<file path="src/rtl/core/ils_pkg.sv">
package ils_pkg;

   localparam int CAPACITY = 64;
   localparam int IDX_W    = $clog2(CAPACITY);
   localparam int CNT_W    = $clog2(CAPACITY + 1);
   localparam int DATA_W   = 32;
   localparam int OP_W     = 3;
   localparam int POS_W    = 7;
   localparam int STAT_W   = 3;

   localparam logic [OP_W-1:0] OP_APPEND = 3'd0;
   localparam logic [OP_W-1:0] OP_INSERT = 3'd1;
   localparam logic [OP_W-1:0] OP_EDIT   = 3'd2;
   localparam logic [OP_W-1:0] OP_DELETE = 3'd3;
   localparam logic [OP_W-1:0] OP_GET    = 3'd4;
   localparam logic [OP_W-1:0] OP_FIND   = 3'd5;

   localparam logic [STAT_W-1:0] ST_OK       = 3'd0;
   localparam logic [STAT_W-1:0] ST_FULL     = 3'd1;
   localparam logic [STAT_W-1:0] ST_EMPTY    = 3'd2;
   localparam logic [STAT_W-1:0] ST_BADIDX   = 3'd3;
   localparam logic [STAT_W-1:0] ST_NOTFOUND = 3'd4;

   localparam logic [1:0] CELL_HOLD   = 2'd0;
   localparam logic [1:0] CELL_WRITE  = 2'd1;
   localparam logic [1:0] CELL_INSERT = 2'd2;
   localparam logic [1:0] CELL_DELETE = 2'd3;

   localparam logic signed [DATA_W-1:0] NO_DATA = '1;

   typedef struct packed {
      logic [1:0]               kind;
      logic [IDX_W-1:0]         pos;
      logic signed [DATA_W-1:0] value;
   } cell_cmd_type;

   typedef struct packed {
      logic                     valid;
      logic                     is_find;
      logic [IDX_W-1:0]         pos;
      logic [CNT_W-1:0]         limit;
      logic signed [DATA_W-1:0] value;
      logic                     hit;
      logic signed [DATA_W-1:0] data;
      logic [IDX_W-1:0]         fpos;
   } token_type;

   typedef struct packed {
      logic [STAT_W-1:0]        status;
      logic signed [DATA_W-1:0] read_data;
      logic [IDX_W-1:0]         found_position;
      logic                     found;
      logic [CNT_W-1:0]         fill_count;
   } result_type;

endpackage

</file>
<file path="src/rtl/core/ils_cell.sv">
module ils_cell
   import ils_pkg::*;
(
   input  logic                     clock,
   input  logic                     reset,
   input  logic [IDX_W-1:0]         cell_index,
   input  cell_cmd_type             cmd,
   input  logic signed [DATA_W-1:0] left_entry,
   input  logic signed [DATA_W-1:0] right_entry,
   output logic signed [DATA_W-1:0] entry,
   input  token_type                tok_in,
   output token_type                tok_out
);

   logic signed [DATA_W-1:0] entry_ff, entry_in;
   token_type                tok_ff, tok_in_next;
   logic                     match;

   always_comb begin
      entry_in = entry_ff;
      case (cmd.kind)
         CELL_WRITE: begin
            if (cell_index == cmd.pos) entry_in = cmd.value;
         end
         CELL_INSERT: begin
            if (cell_index == cmd.pos) entry_in = cmd.value;
            else if (cell_index > cmd.pos) entry_in = left_entry;
         end
         CELL_DELETE: begin
            if (cell_index >= cmd.pos) entry_in = right_entry;
         end
         default: entry_in = entry_ff;
      endcase
   end

   // first hit wins; later cells pass the word on untouched
   always_comb begin
      if (tok_in.is_find)
         match = ({1'b0, cell_index} < tok_in.limit) && (entry_ff == tok_in.value);
      else
         match = (cell_index == tok_in.pos);
      tok_in_next = tok_in;
      if (tok_in.valid && !tok_in.hit && match) begin
         tok_in_next.hit  = 1'b1;
         tok_in_next.data = entry_ff;
         tok_in_next.fpos = cell_index;
      end
   end

   always_ff @(posedge clock) begin
      entry_ff <= entry_in;
      if (reset) begin
         tok_ff <= '0;
      end else begin
         tok_ff <= tok_in_next;
      end
   end

   assign entry   = entry_ff;
   assign tok_out = tok_ff;

endmodule

</file>
<file path="config.mk">
export PLATFORM = sky130hd
export DESIGN_NAME = ils_cell
export DESIGN_NICKNAME = d
export VERILOG_FILES = /design/src/rtl/core/ils_pkg.sv /design/src/rtl/core/ils_cell.sv
export SDC_FILE = /design/constraint.sdc
export NUM_CORES = 1
export LEC_CHECK = 0
export BUFFER_PORTS_ARGS = -buffer_cell sky130_fd_sc_hd__buf_2
export CORE_AREA = 2 2 121 123
export CTS_BUF_LIST = sky130_fd_sc_hd__clkbuf_8
export CTS_CLUSTER_DIAMETER = 120
export DETAILED_ROUTE_END_ITERATION = 10
export DIE_AREA = 0 0 123 125
export PLACE_DENSITY = 0.76
export SYNTH_ARGS = -nofsm -noshare
export SYNTH_HDL_FRONTEND = slang
export SYNTH_SLANG_ARGS = --single-unit
</file>
<file path="constraint.sdc">
create_clock -name clock -period 9.5 [get_ports clock]
set_clock_uncertainty 0.1 [all_clocks]
set_input_delay 0.475 -clock clock [delete_from_list [all_inputs] [get_ports clock]]
set_output_delay 0.475 -clock clock [all_outputs]
set_load 0.02 [all_outputs]
</file>
## Yosys cells after proc, flatten, opt, wreduce, memory -nomap -nowiden

Cells that the tools add are included.

| word-level totals | value |
|---|---|
| logic and storage cells | 34 |
| output and inout bits | 118 |
| input port bits | 198 |
| bits in registers | 118 |

| operators by class | value |
|---|---|
| mux-type cells | 7 |
| $lt $le $gt $ge | 3 |
| reductions and logical operators | 6 |
| equality and inequality tests | 9 |

Operator list:

| kind | count |
|---|---|
| $mux 32 | 4 |
| $pmux 32 s3 | 1 |
| $mux 39 | 1 |
| $eq 32x32->1 | 1 |
| $eq 6x6->1 | 2 |
| $lt 6x7->1 | 1 |
| $ge 6x6->1 | 1 |
| $gt 6x6->1 | 1 |
| $eq 2x2->1 const B | 2 |
| $ne 2x2->1 const B | 2 |
| $reduce_and 4->1 | 1 |
| $logic_and 1x1->1 | 3 |
| $ne 3x3->1 const B | 1 |
| $reduce_bool 3->1 | 1 |
| $eq 2x1->1 const B | 1 |
| $logic_not 1->1 | 1 |
| $mux 1 | 1 |

## Logic depth before layout (Yosys ltp)

Gate-level depths: netlist (run 1).

| depth | value |
|---|---|
| depth after elaboration | 5 |
| mapped depth | 9 |
| gate-level depth less buffers | 7 |

## Least setup slack after synthesis (run 1)

OpenSTA, ideal clock, no wires.

| timing | value |
|---|---|
| path type | input to register |
| start point | in cmd[35] (netlist bit) |
| end point | reg entry_ff[0] (netlist: entry[0]) (enable) |
| setup slack | 6048 ps |
| required time | 8975 ps |
| stages | 7 |
| data arrival time | 2927 ps |
| path buffers | 2 |
| cell sequence | inv_1 > ha_1 > nand4_1 > or2_1 > clkbuf_1 > clkbuf_1 > o21ai_1 |

| between the ends | value |
|---|---|
| cells in the longest elaborated chain, start to end | 3 |

RTL lines:

| what | line | text |
|---|---|---|
| start: declaration | ils_cell.sv:7 | `input cell_cmd_type cmd,` |
| $gt 6x6->1, or another cell as far along | ils_cell.sv:27 | `else if (cell_index > cmd.pos) entry_in = left_entry;` |
| $ne 3x3->1 (no source line) / $ne 2x2->1 (equally long branches) | - |  |
| $reduce_and 4->1 (no source line) (*) | - |  |
| end signal: assignment | ils_cell.sv:51 | `entry_ff <= entry_in;` |
| end: declaration | ils_cell.sv:15 | `logic signed [DATA_W-1:0] entry_ff, entry_in;` |

Every way passes the cells marked *; elsewhere a longest branch is shown, timed or not.
A chain may end at the register's enable or synchronous reset.

## Worst setup path in the final report (run 1)

| timing | value |
|---|---|
| start point | reg entry_ff[25] (netlist: entry[25]) |
| end point | reg tok_ff, in the netlist tok_out[2] |

| between the ends | value |
|---|---|
| cells in the longest elaborated chain, start to end | 5 |

RTL lines:

| what | line | text |
|---|---|---|
| $eq 32x32->1 | ils_cell.sv:39 | `match = ({1'b0, cell_index} < tok_in.limit) && (entry_ff == tok_in.value);` |
| $logic_and 1x1->1 | ils_cell.sv:39 |  |
| $mux 1 | ils_cell.sv:38 | `if (tok_in.is_find)` |
| $logic_and 1x1->1 | ils_cell.sv:43 | `if (tok_in.valid && !tok_in.hit && match) begin` |
| $mux 39 | ils_cell.sv:43 |  |
| end signal: assignment | ils_cell.sv:55 | `tok_ff <= tok_in_next;` |
| end: declaration | ils_cell.sv:16 | `token_type tok_ff, tok_in_next;` |

No other way between the ends.

==> results of run 1 <==
## kinds of logic (layout without fill, tap and decap cells)
kind of cell | after synthesis | after routing | synth area share
AOI/OAI and AO/OA | 260 | 260 | 0.276
xor gates and xnor gates | 38 | 38 | 0.0541
other | 0 | 1 | 0
DFF | 118 | 118 | 0.436
and+or+nand+nor | 191 | 191 | 0.159
buffers and inverters | 75 | 369 | 0.0523
adders and majority gates | 11 | 11 | 0.0224
## registers in the layout (all words and copies together) (netlist names)
signal,cells
entry,32
tok_out,86
## report_power, final
group	internal (mW)	switching, mW	leakage [nW]
clock	0.198	0.204	0.183
sequential	0.562	0.0314	1.03
combinational	0.112	0.167	2.42
## critical path: stages, from the launching register on
cell,delay (ns)
edfxtp_1,0.53
xor2_1,0.19
nor4_1,0.80
o2111ai_2,0.20
buf_4,0.29
or2_2,0.68
o211ai_1,0.32
## worst paths after layout
check | from | to | slack [ns] | cells past startpoint
hold / removal | tok_in[72] | tok_out[72] | 0.17 | 3
setup / recovery | entry[25] | tok_out[2] | 6.28 | 6
setup reg to reg | entry[25] | tok_out[2] | 6.28 | 6
hold reg to reg | entry[7] | tok_out[13] | 0.69 | 3
## per-layer routing
metal / vias to the layer above / global-route usage / wire (um)
li1: 3068 / - / -
met1: 2993 / 0.330 / 8350
met2: 339 / 0.448 / 10300
met3: 58 / 0.0516 / 1590
met4: 0 / 0.127 / 753
met5: - / 0 / 0
## final cells by class
| class | instances | area (um^2) |
|---|---|---|
| flip-flops and latches | 118 | 2680 |
| clock buffers | 17 | 234 |
| fillers | 1333 | 6080 |
| inverters | 13 | 48.8 |
| clock inverters | 15 | 104 |
| repair buffers | 324 | 1640 |
| multi-input cells | 500 | 3180 |
| diodes | 1 | 2.50 |
| well taps | 184 | 230 |
## layout by cell type (no fill, tap or decap), types with 2 or more instances in the layout
cell,netlist,layout
nor2_1,8,8
clkinvlp_4,0,4
nand4_1,5,5
o21ai_0,38,38
dfxtp_1,86,86
clkbuf_8,0,17
xnor2_1,12,12
a21oi_1,74,74
nand2b_1,2,2
nor2b_1,82,82
ha_1,11,11
buf_2,5,315
inv_1,12,17
clkinv_2,0,5
edfxtp_1,32,32
o211ai_1,18,18
o22ai_1,64,64
buf_4,2,9
o211ai_2,20,20
a22oi_1,38,38
nor4_1,5,5
nand2_1,81,81
xor2_1,26,26
## through the flow
stage,instances,hold WS (ns),utilization,power [mW],worst slack [ns]
finish,1172,0.167,0.572,1.27,6.28
global route,1172,0.151,0.572,1.33,6.16
CTS,1171,0.140,0.572,1.28,6.19
detailed placement,1139,0.617,0.548,0.882,6.18
global placement,1139,0.605,0.548,0.878,6.22
floorplan,693,0.503,-,0.753,6.05
==> results.yml, run 1 <==
status:
  status: "finished clean"
finish:
  stdcell_area_um2: 8130
  drive_above_1_share: 0.383
  fin_nets: 1183
  syn2layout_area_growth_pct: 32.2
logic_synthesis:
  async_reset_ff_frac: 0
  synth_most_common_cell: "dfxtp_1"
  synth_edf_count: 32
  synth_top_area_frac: 0.280
  synth-seq-cells: 118
  synthTopCellsByCount: "86 x dfxtp_1, 82 x nor2b_1, 81 x nand2_1"
  synth_nets: 902
  netlist_instances: 693
  yosysSeqAreaShare: 0.436
  synth.distinct_cells: 37
  yosysTopAreaCell: "dfxtp_1"
  netlist_area_um2: 6150
  yosys_warnings: 0
  synth.top_cells.by_area: "dfxtp_1 28%, edfxtp_1 16%, nor2b_1 8.3%, o22ai_1 6.5%, a21oi_1 6.0%"
  ys.flop_type: "dfxtp_1"
  syn_area_per_cell_um2: 8.87
floorplan:
  design.die.area_um2: 15400
  die_h_um: 125
  start_util: 0.433
  core_um2: 14200
  io_pins: 316
  fp.dieW_um: 123
  rows: 44
sta:
  rsz0062_at_grt: "no"
  max_freq_ghz: 0.311
  relSlewSlack: 0.292
  slew_viol_final: 0
  finalCritPeriodShare: 0.339
  finalSetupViolations: 0
  period_minus_slack_ns: 3.22
  setup_tns_ns: 0
  worst_pin_slew_ns: 1.06
  hold_viol: 0
clocking:
  holdBufCountCts: 0
  clkSlewWorstSetupHoldPaths_ns: 0.07
  cts_resized: 0
  tritoncts: "built"
  root_buffer: "clkbuf_8"
  numCtsBuffers: 17
  insertion_delay_ns: 0.45
  ctsHtreeMaxLevel: 4
  cts_sinks: 118
  cts_setup_buffers: 0
  clockBufferDepth: 2
power_and_ir_drop:
  powerDensity_nw_per_um2: 157
  ir_worst_vdd_mv: 0.0735
  leakage_nw: 3.63
global_route:
  grt_pass1_vias: 6313
  grt_use_total: 0.268
  grt-ovfl-total: 0
  antenna_found_initial: 1
  grt_pass1_wl_um: 32000
  grt_max_degree: 87
drt:
  postRouteAntennaNets: 0
  detail_route.wl_per_cell_um: 17.9
  drtPass1Iterations: 5
  drt_iter0_markers: 498
  totalWireLength_um: 21000
  vias: 6458
  drc_errors: 0
  avgViaCountPerCell: 5.51
place:
  port_buffers: 315
  gp_congestion: 0.851
  placed_cell_area_um2: 7790
  dp_hpwl_um: 15300
min_path:
  hp-class: "primary input to register"
job:
  maxCapViolCount: 0
critical_path:
  required_ns: 9.76
  criticalPathCategory: "register to register"
  cp.arrival_ns: 3.47
  crit_path_end_kind: "register"
  startpoint_type: "register"
  crit_fanout: 40
No activity file was read; power rests on OpenSTA's default activity.
==> inputs of run 2 (changes only) <==
--- a/config.mk
+++ b/config.mk
@@ -6,12 +6,12 @@
 export NUM_CORES = 1
 export LEC_CHECK = 0
 export BUFFER_PORTS_ARGS = -buffer_cell sky130_fd_sc_hd__buf_2
-export CORE_AREA = 2 2 121 123
+export CORE_MARGIN = 2
+export CORE_UTILIZATION = 43
 export CTS_BUF_LIST = sky130_fd_sc_hd__clkbuf_8
 export CTS_CLUSTER_DIAMETER = 120
 export DETAILED_ROUTE_END_ITERATION = 10
-export DIE_AREA = 0 0 123 125
-export PLACE_DENSITY = 0.76
+export PLACE_DENSITY = 0.77
 export SYNTH_ARGS = -nofsm -noshare
 export SYNTH_HDL_FRONTEND = slang
 export SYNTH_SLANG_ARGS = --single-unit
==> constraint.sdc (replaced) <==
create_clock -name clock -period 2.95 [get_ports clock]
set_clock_uncertainty 0.1 [all_clocks]
set_input_delay 0.1475 -clock clock [delete_from_list [all_inputs] [get_ports clock]]
set_output_delay 0.1475 -clock clock [all_outputs]
set_load 0.02 [all_outputs]
==> results.yml, run 2 (synthesis gave the netlist of run 1 again) <==
place:
  dp.cells: 1143
  port_buffers: 315
  dp_hpwl_um: 16000
  placed_cell_area_um2: 7840
  gp_congestion: 0.853
  post-place-ws_ns: 0.410
drt:
  drtPass1Iterations: 5
  postRouteAntennaNets: 0
  detail_route.wl_per_cell_um: 18.9
  vias: 7360
  drc_errors: 0
  avgViaCountPerCell: 5.61
  totalWireLength_um: 24800
  drt_iter0_markers: 694
sta:
  finalSetupViolations: 0
  timing.final.ws_setup_ns: 0.266
  hold_viol: 0
  finalCritPeriodShare: 0.910
  rsz0062_at_grt: "no"
  relSlewSlack: 0.336
  slew_viol_final: 0
  period_minus_slack_ns: 2.68
  setup_tns_ns: 0
  max_freq_ghz: 0.373
  worst_pin_slew_ns: 0.992
min_path:
  hp-class: "primary input to register"
finish:
  antenna_cells: 0
  fin_util: 0.691
  fin_nets: 1328
  final_cell_mix: "315 x buf_2, 137 x dlygate4sd3_1, 86 x dfxtp_1"
  final_common_cell: "buf_2"
  drive_above_1_share: 0.345
  stdcell_count: 1312
  stdcell_area_um2: 9630
  syn2layout_area_growth_pct: 56.5
  largest_register_ffs: 86
power_and_ir_drop:
  ir_worst_vdd_mv: 0.244
  powerDensity_nw_per_um2: 474
  leakage_nw: 4.27
critical_path:
  startpoint_type: "primary input"
  cpMostUsedCell: "dlygate4sd3_1"
  cp_slowest_cell: "dlygate4sd3_1"
  criticalPathCategory: "primary input to register"
  required_ns: 3.05
  cp.arrival_ns: 2.78
  crit_path_end_kind: "register"
  crit_fanout: 35
  slowest_delay_ns: 0.60
  cp_cell_sequence: "buf_2, nand2_2, o22ai_1, dlygate4sd3_1, a21oi_1, dlygate4sd3_1"
job:
  maxCapViolCount: 0
global_route:
  grt-ovfl-total: 0
  grt_use_total: 0.314
  grt_max_degree: 40
  antenna_found_initial: 0
  grt_pass1_wl_um: 36400
  grt_pass1_vias: 7003
clocking:
  ctsHtreeMaxLevel: 4
  tritoncts: "built"
  insertion_delay_ns: 0.45
  numCtsBuffers: 17
  root_buffer: "clkbuf_8"
  clkSlewWorstSetupHoldPaths_ns: 0.08
  cts_setup_buffers: 0
  clockBufferDepth: 2
  cts_sinks: 118
floorplan:
  die_h_um: 124
  design.die.area_um2: 15300
  start_util: 0.441
  rows: 43
  core_um2: 13900
  fp.dieW_um: 124
  io_pins: 316
status:
  status: "finished clean"
[run 2: changes by cell type in the layout (fill, tap and decap cells not counted), sizes merged]
cell and delta:
buf +8, clkinv +1, bufinv +2, clkbuf +1
diode -1, inv -3, dlygate4sd3 +137, clkinvlp -1
[run 2: layout make-up]
cell class | count | area, um^2
clock buffers | 18 | 248
fillers | 1085 | 4310
flip-flops and latches | 118 | 2680
multi-input cells | 500 | 3180
inverters | 13 | 48.8
well taps | 180 | 225
clock inverters | 14 | 161
repair buffers | 469 | 3080
[run 2: per-stage QoR]
step | power [mW] | hold slack (ns)
final | 4.56 | 0.0194
after global routing | 4.74 | 0.00334
after CTS | 4.53 | 0.000187
after detailed placement | 2.85 | 0.279
after global placement | 2.83 | 0.275
after floorplan | 2.43 | 0.176
[run 2: path summary, 6_finish.rpt]
path                                  from     endpoint  slack [ns]  depth (start not counted)
worst max-delay path               cmd[39]    entry[21]        0.27                          6
worst min-delay path            tok_in[20]  tok_out[20]        0.02                          5
worst min register to register   entry[16]  tok_out[22]        0.67                          3
worst max register to register   entry[14]  tok_out[27]        0.35                          7
[run 2: timing repair]
action	in CTS	in global routing
gates resized for setup	0	1
endpoints found under the hold margin	99	0
setup endpoints to repair	0	17
hold buffers	137	0
[run 2: worst max-delay path: cells and delay by family]
family	cells	cell delay, ns
AND/OR/NAND/NOR	1	0.56
AO/OA/AOI/OAI	2	0.33
buffers and inverters	3	1.73
[run 2: routing by layer]
layer / routed length (um) / vias to the layer above / GRT usage
met5: 0 / - / 0
met4: 1210 / 0 / 0.174
met3: 2340 / 89 / 0.0723
met2: 12000 / 516 / 0.524
met1: 9220 / 3390 / 0.373
li1: - / 3365 / -
[run 2: power by group]
part	leakage [nW]	switching [mW]	internal (mW)	total [mW]
Sequential	1.03	0.0888	1.81	1.90
Combinational	3.03	0.603	0.506	1.11
Clock	0.207	0.705	0.849	1.55
==> inputs of run 3 (changes only) <==
--- a/config.mk
+++ b/config.mk
@@ -5,13 +5,14 @@
 export SDC_FILE = /design/constraint.sdc
 export NUM_CORES = 1
 export LEC_CHECK = 0
+export ABC_AREA = 1
 export BUFFER_PORTS_ARGS = -buffer_cell sky130_fd_sc_hd__buf_2
-export CORE_MARGIN = 2
-export CORE_UTILIZATION = 43
+export CORE_AREA = 2 2 124 126
 export CTS_BUF_LIST = sky130_fd_sc_hd__clkbuf_8
 export CTS_CLUSTER_DIAMETER = 120
 export DETAILED_ROUTE_END_ITERATION = 10
-export PLACE_DENSITY = 0.77
+export DIE_AREA = 0 0 126 128
+export PLACE_DENSITY = 0.71
 export SYNTH_ARGS = -nofsm -noshare
 export SYNTH_HDL_FRONTEND = slang
 export SYNTH_SLANG_ARGS = --single-unit
==> constraint.sdc (replaced) <==
create_clock -name clock -period 2.95 [get_ports clock]
set_clock_uncertainty 0.1 [all_clocks]
set_input_delay 0.1475 -clock clock [delete_from_list [all_inputs] [get_ports clock]]
set_output_delay 0.1475 -clock clock [all_outputs]
set_load 0.005 [all_outputs]
==> results.yml, run 3 <==
sta:
  slew_viol_final: 0
  worst_pin_slew_ns: 0.966
  relSlewSlack: 0.355
  whs_ns: 0.0142
  finalCritPeriodShare: 0.931
  period_minus_slack_ns: 2.75
  max_freq_ghz: 0.364
  hold_viol: 0
  rsz0062_at_grt: "no"
  setup_tns_ns: 0
  finalSetupViolations: 0
logic_synthesis:
  synth_nets: 956
  synth.distinct_cells: 24
  yosysTopAreaCell: "dfxtp_1"
  synth.top_cells.by_area: "dfxtp_1 31%, edfxtp_1 17%, nand2_1 11%, nor2_1 9.0%, inv_1 6.1%"
  synth_top_area_frac: 0.307
  yosys_warnings: 0
  async_reset_ff_frac: 0
  synth_most_common_cell: "nand2_1"
  synth-seq-cells: 118
  synthTopCellsByCount: "159 x nand2_1, 134 x nor2_1, 91 x inv_1"
  synth_edf_count: 32
  syn_area_per_cell_um2: 7.51
  netlist_area_um2: 5610
  yosysSeqAreaShare: 0.478
  ys.flop_type: "dfxtp_1"
  netlist_instances: 747
clocking:
  root_buffer: "clkbuf_8"
  clkSlewWorstSetupHoldPaths_ns: 0.07
  cts_sinks: 118
  ctsHtreeMaxLevel: 4
  numCtsBuffers: 17
  tritoncts: "built"
  insertion_delay_ns: 0.45
  clockBufferDepth: 2
  cts_setup_buffers: 0
critical_path:
  startpoint_type: "register"
  r2r_cells: 12
  cp.arrival_ns: 2.98
  reg2reg_slack_ns: 0.20
  crit_path_end_kind: "register"
  crit_fanout: 23
  criticalPathCategory: "register to register"
  required_ns: 3.19
place:
  dp.cells: 1221
  port_buffers: 315
  gp_congestion: 0.874
  dp_hpwl_um: 14400
floorplan:
  io_pins: 316
  core_um2: 14900
  die_h_um: 128
  rows: 45
  design.die.area_um2: 16100
  start_util: 0.378
  fp.dieW_um: 126
power_and_ir_drop:
  powerDensity_nw_per_um2: 444
  leakage_nw: 4.72
  ir_worst_vdd_mv: 0.264
status:
  status: "finished clean"
global_route:
  antenna_found_initial: 0
  grt_max_degree: 78
  grt-ovfl-total: 0
  grt_pass1_vias: 6733
  grt_pass1_wl_um: 33000
  grt_use_total: 0.260
finish:
  final_common_cell: "buf_2"
  final_cell_mix: "315 x buf_2, 159 x nand2_1, 152 x dlygate4sd3_1"
  drive_above_1_share: 0.298
  fin_util: 0.618
  syn2layout_area_growth_pct: 63.7
  largest_register_ffs: 86
  fin_nets: 1413
  stdcell_count: 1405
  antenna_cells: 0
drt:
  vias: 6736
  drtPass1Iterations: 5
  postRouteAntennaNets: 0
  detail_route.wl_per_cell_um: 15.0
  avgViaCountPerCell: 4.79
  drc_errors: 0
  totalWireLength_um: 21100
  drt_iter0_markers: 414
min_path:
  hold_depth: 5
  hp-class: "primary input to register"
job:
  maxCapViolCount: 0
-- run 3: changes by cell type after synthesis, moves of 29 or more --
cell / previous run / this run
inv_1: 12 / 91
clkbuf_1: 51 / 21
o22ai_1: 64 / 5
nand2_1: 81 / 159
a22oi_1: 38 / 0
nor2b_1: 82 / 0
nand3_1: 0 / 45
nor2_1: 8 / 134
a21oi_1: 74 / 45
-- run 3: final timing paths --
kind / startpoint / to
worst min register to register: entry[7] / tok_out[13]
worst max register to register: entry[13] / tok_out[4]
worst max-delay path: entry[13] / tok_out[4]
worst min-delay path: cell_index[0] / tok_out[0]
-- run 3: layer usage --
metal / wire length, um / track usage
met3: 1460 / 0.0643
met5: 0 / 0
met1: 8340 / 0.300
met2: 10500 / 0.456
met4: 828 / 0.120
-- run 3: final cells by class --
type | count | area [um^2]
Inverter | 98 | 368
Multi-Input combinational cell | 491 | 2360
Tap cell | 188 | 235
Clock inverter | 12 | 63.8
Timing Repair Buffer | 478 | 3210
Clock buffer | 20 | 275
Sequential cell | 118 | 2680
Fill cell | 1261 | 5680
-- run 3: power breakdown --
group / switching [mW] / internal, mW
logic: 0.422 / 0.472
clock network: 0.661 / 0.629
registers: 0.0911 / 1.80
total: 1.17 / 2.90
-- run 3: kinds of logic (layout without fill, tap and decap cells) --
family,Yosys count,count (layout),synth area share
fa+ha+maj,11,11,0.0245
flops,118,118,0.478
xor+xnor,20,20,0.0312
compound gates,118,118,0.122
buf+inv,138,608,0.104
simple gates,342,342,0.241
-- run 3: metrics by stage --
| step | setup WS (ns) | area (um^2) | total power, mW |
|---|---|---|---|
| finish | 0.205 | 9190 | 4.08 |
| global placement | 0.595 | 7320 | 2.62 |
| floorplan | 0.577 | 5610 | 2.23 |
| global route | 0.00103 | 9190 | 4.27 |
| CTS | 0.0808 | 9180 | 4.07 |
| detailed placement | 0.537 | 7320 | 2.62 |
-- run 3: worst max-delay path, stage by stage, from the launching register on --
cell	delay, ns
edfxtp_1	0.49
xnor2_1	0.18
nand2_1	0.07
nor2_1	0.22
nand2_1	0.11
nor2_1	0.12
nand3_1	0.15
nand2_4	0.26
buf_4	0.20
nand3_1	0.06
nand2_1	0.07
nor2_1	0.05
dlygate4sd3_1	0.54
-- run 3: timing repair --
| item | in CTS | in global routing |
|---|---|---|
| hold endpoints to repair | 118 | 0 |
| gates resized for setup | 0 | 1 |
| endpoints found under the setup margin | 0 | 1 |
| hold buffers | 152 | 0 |
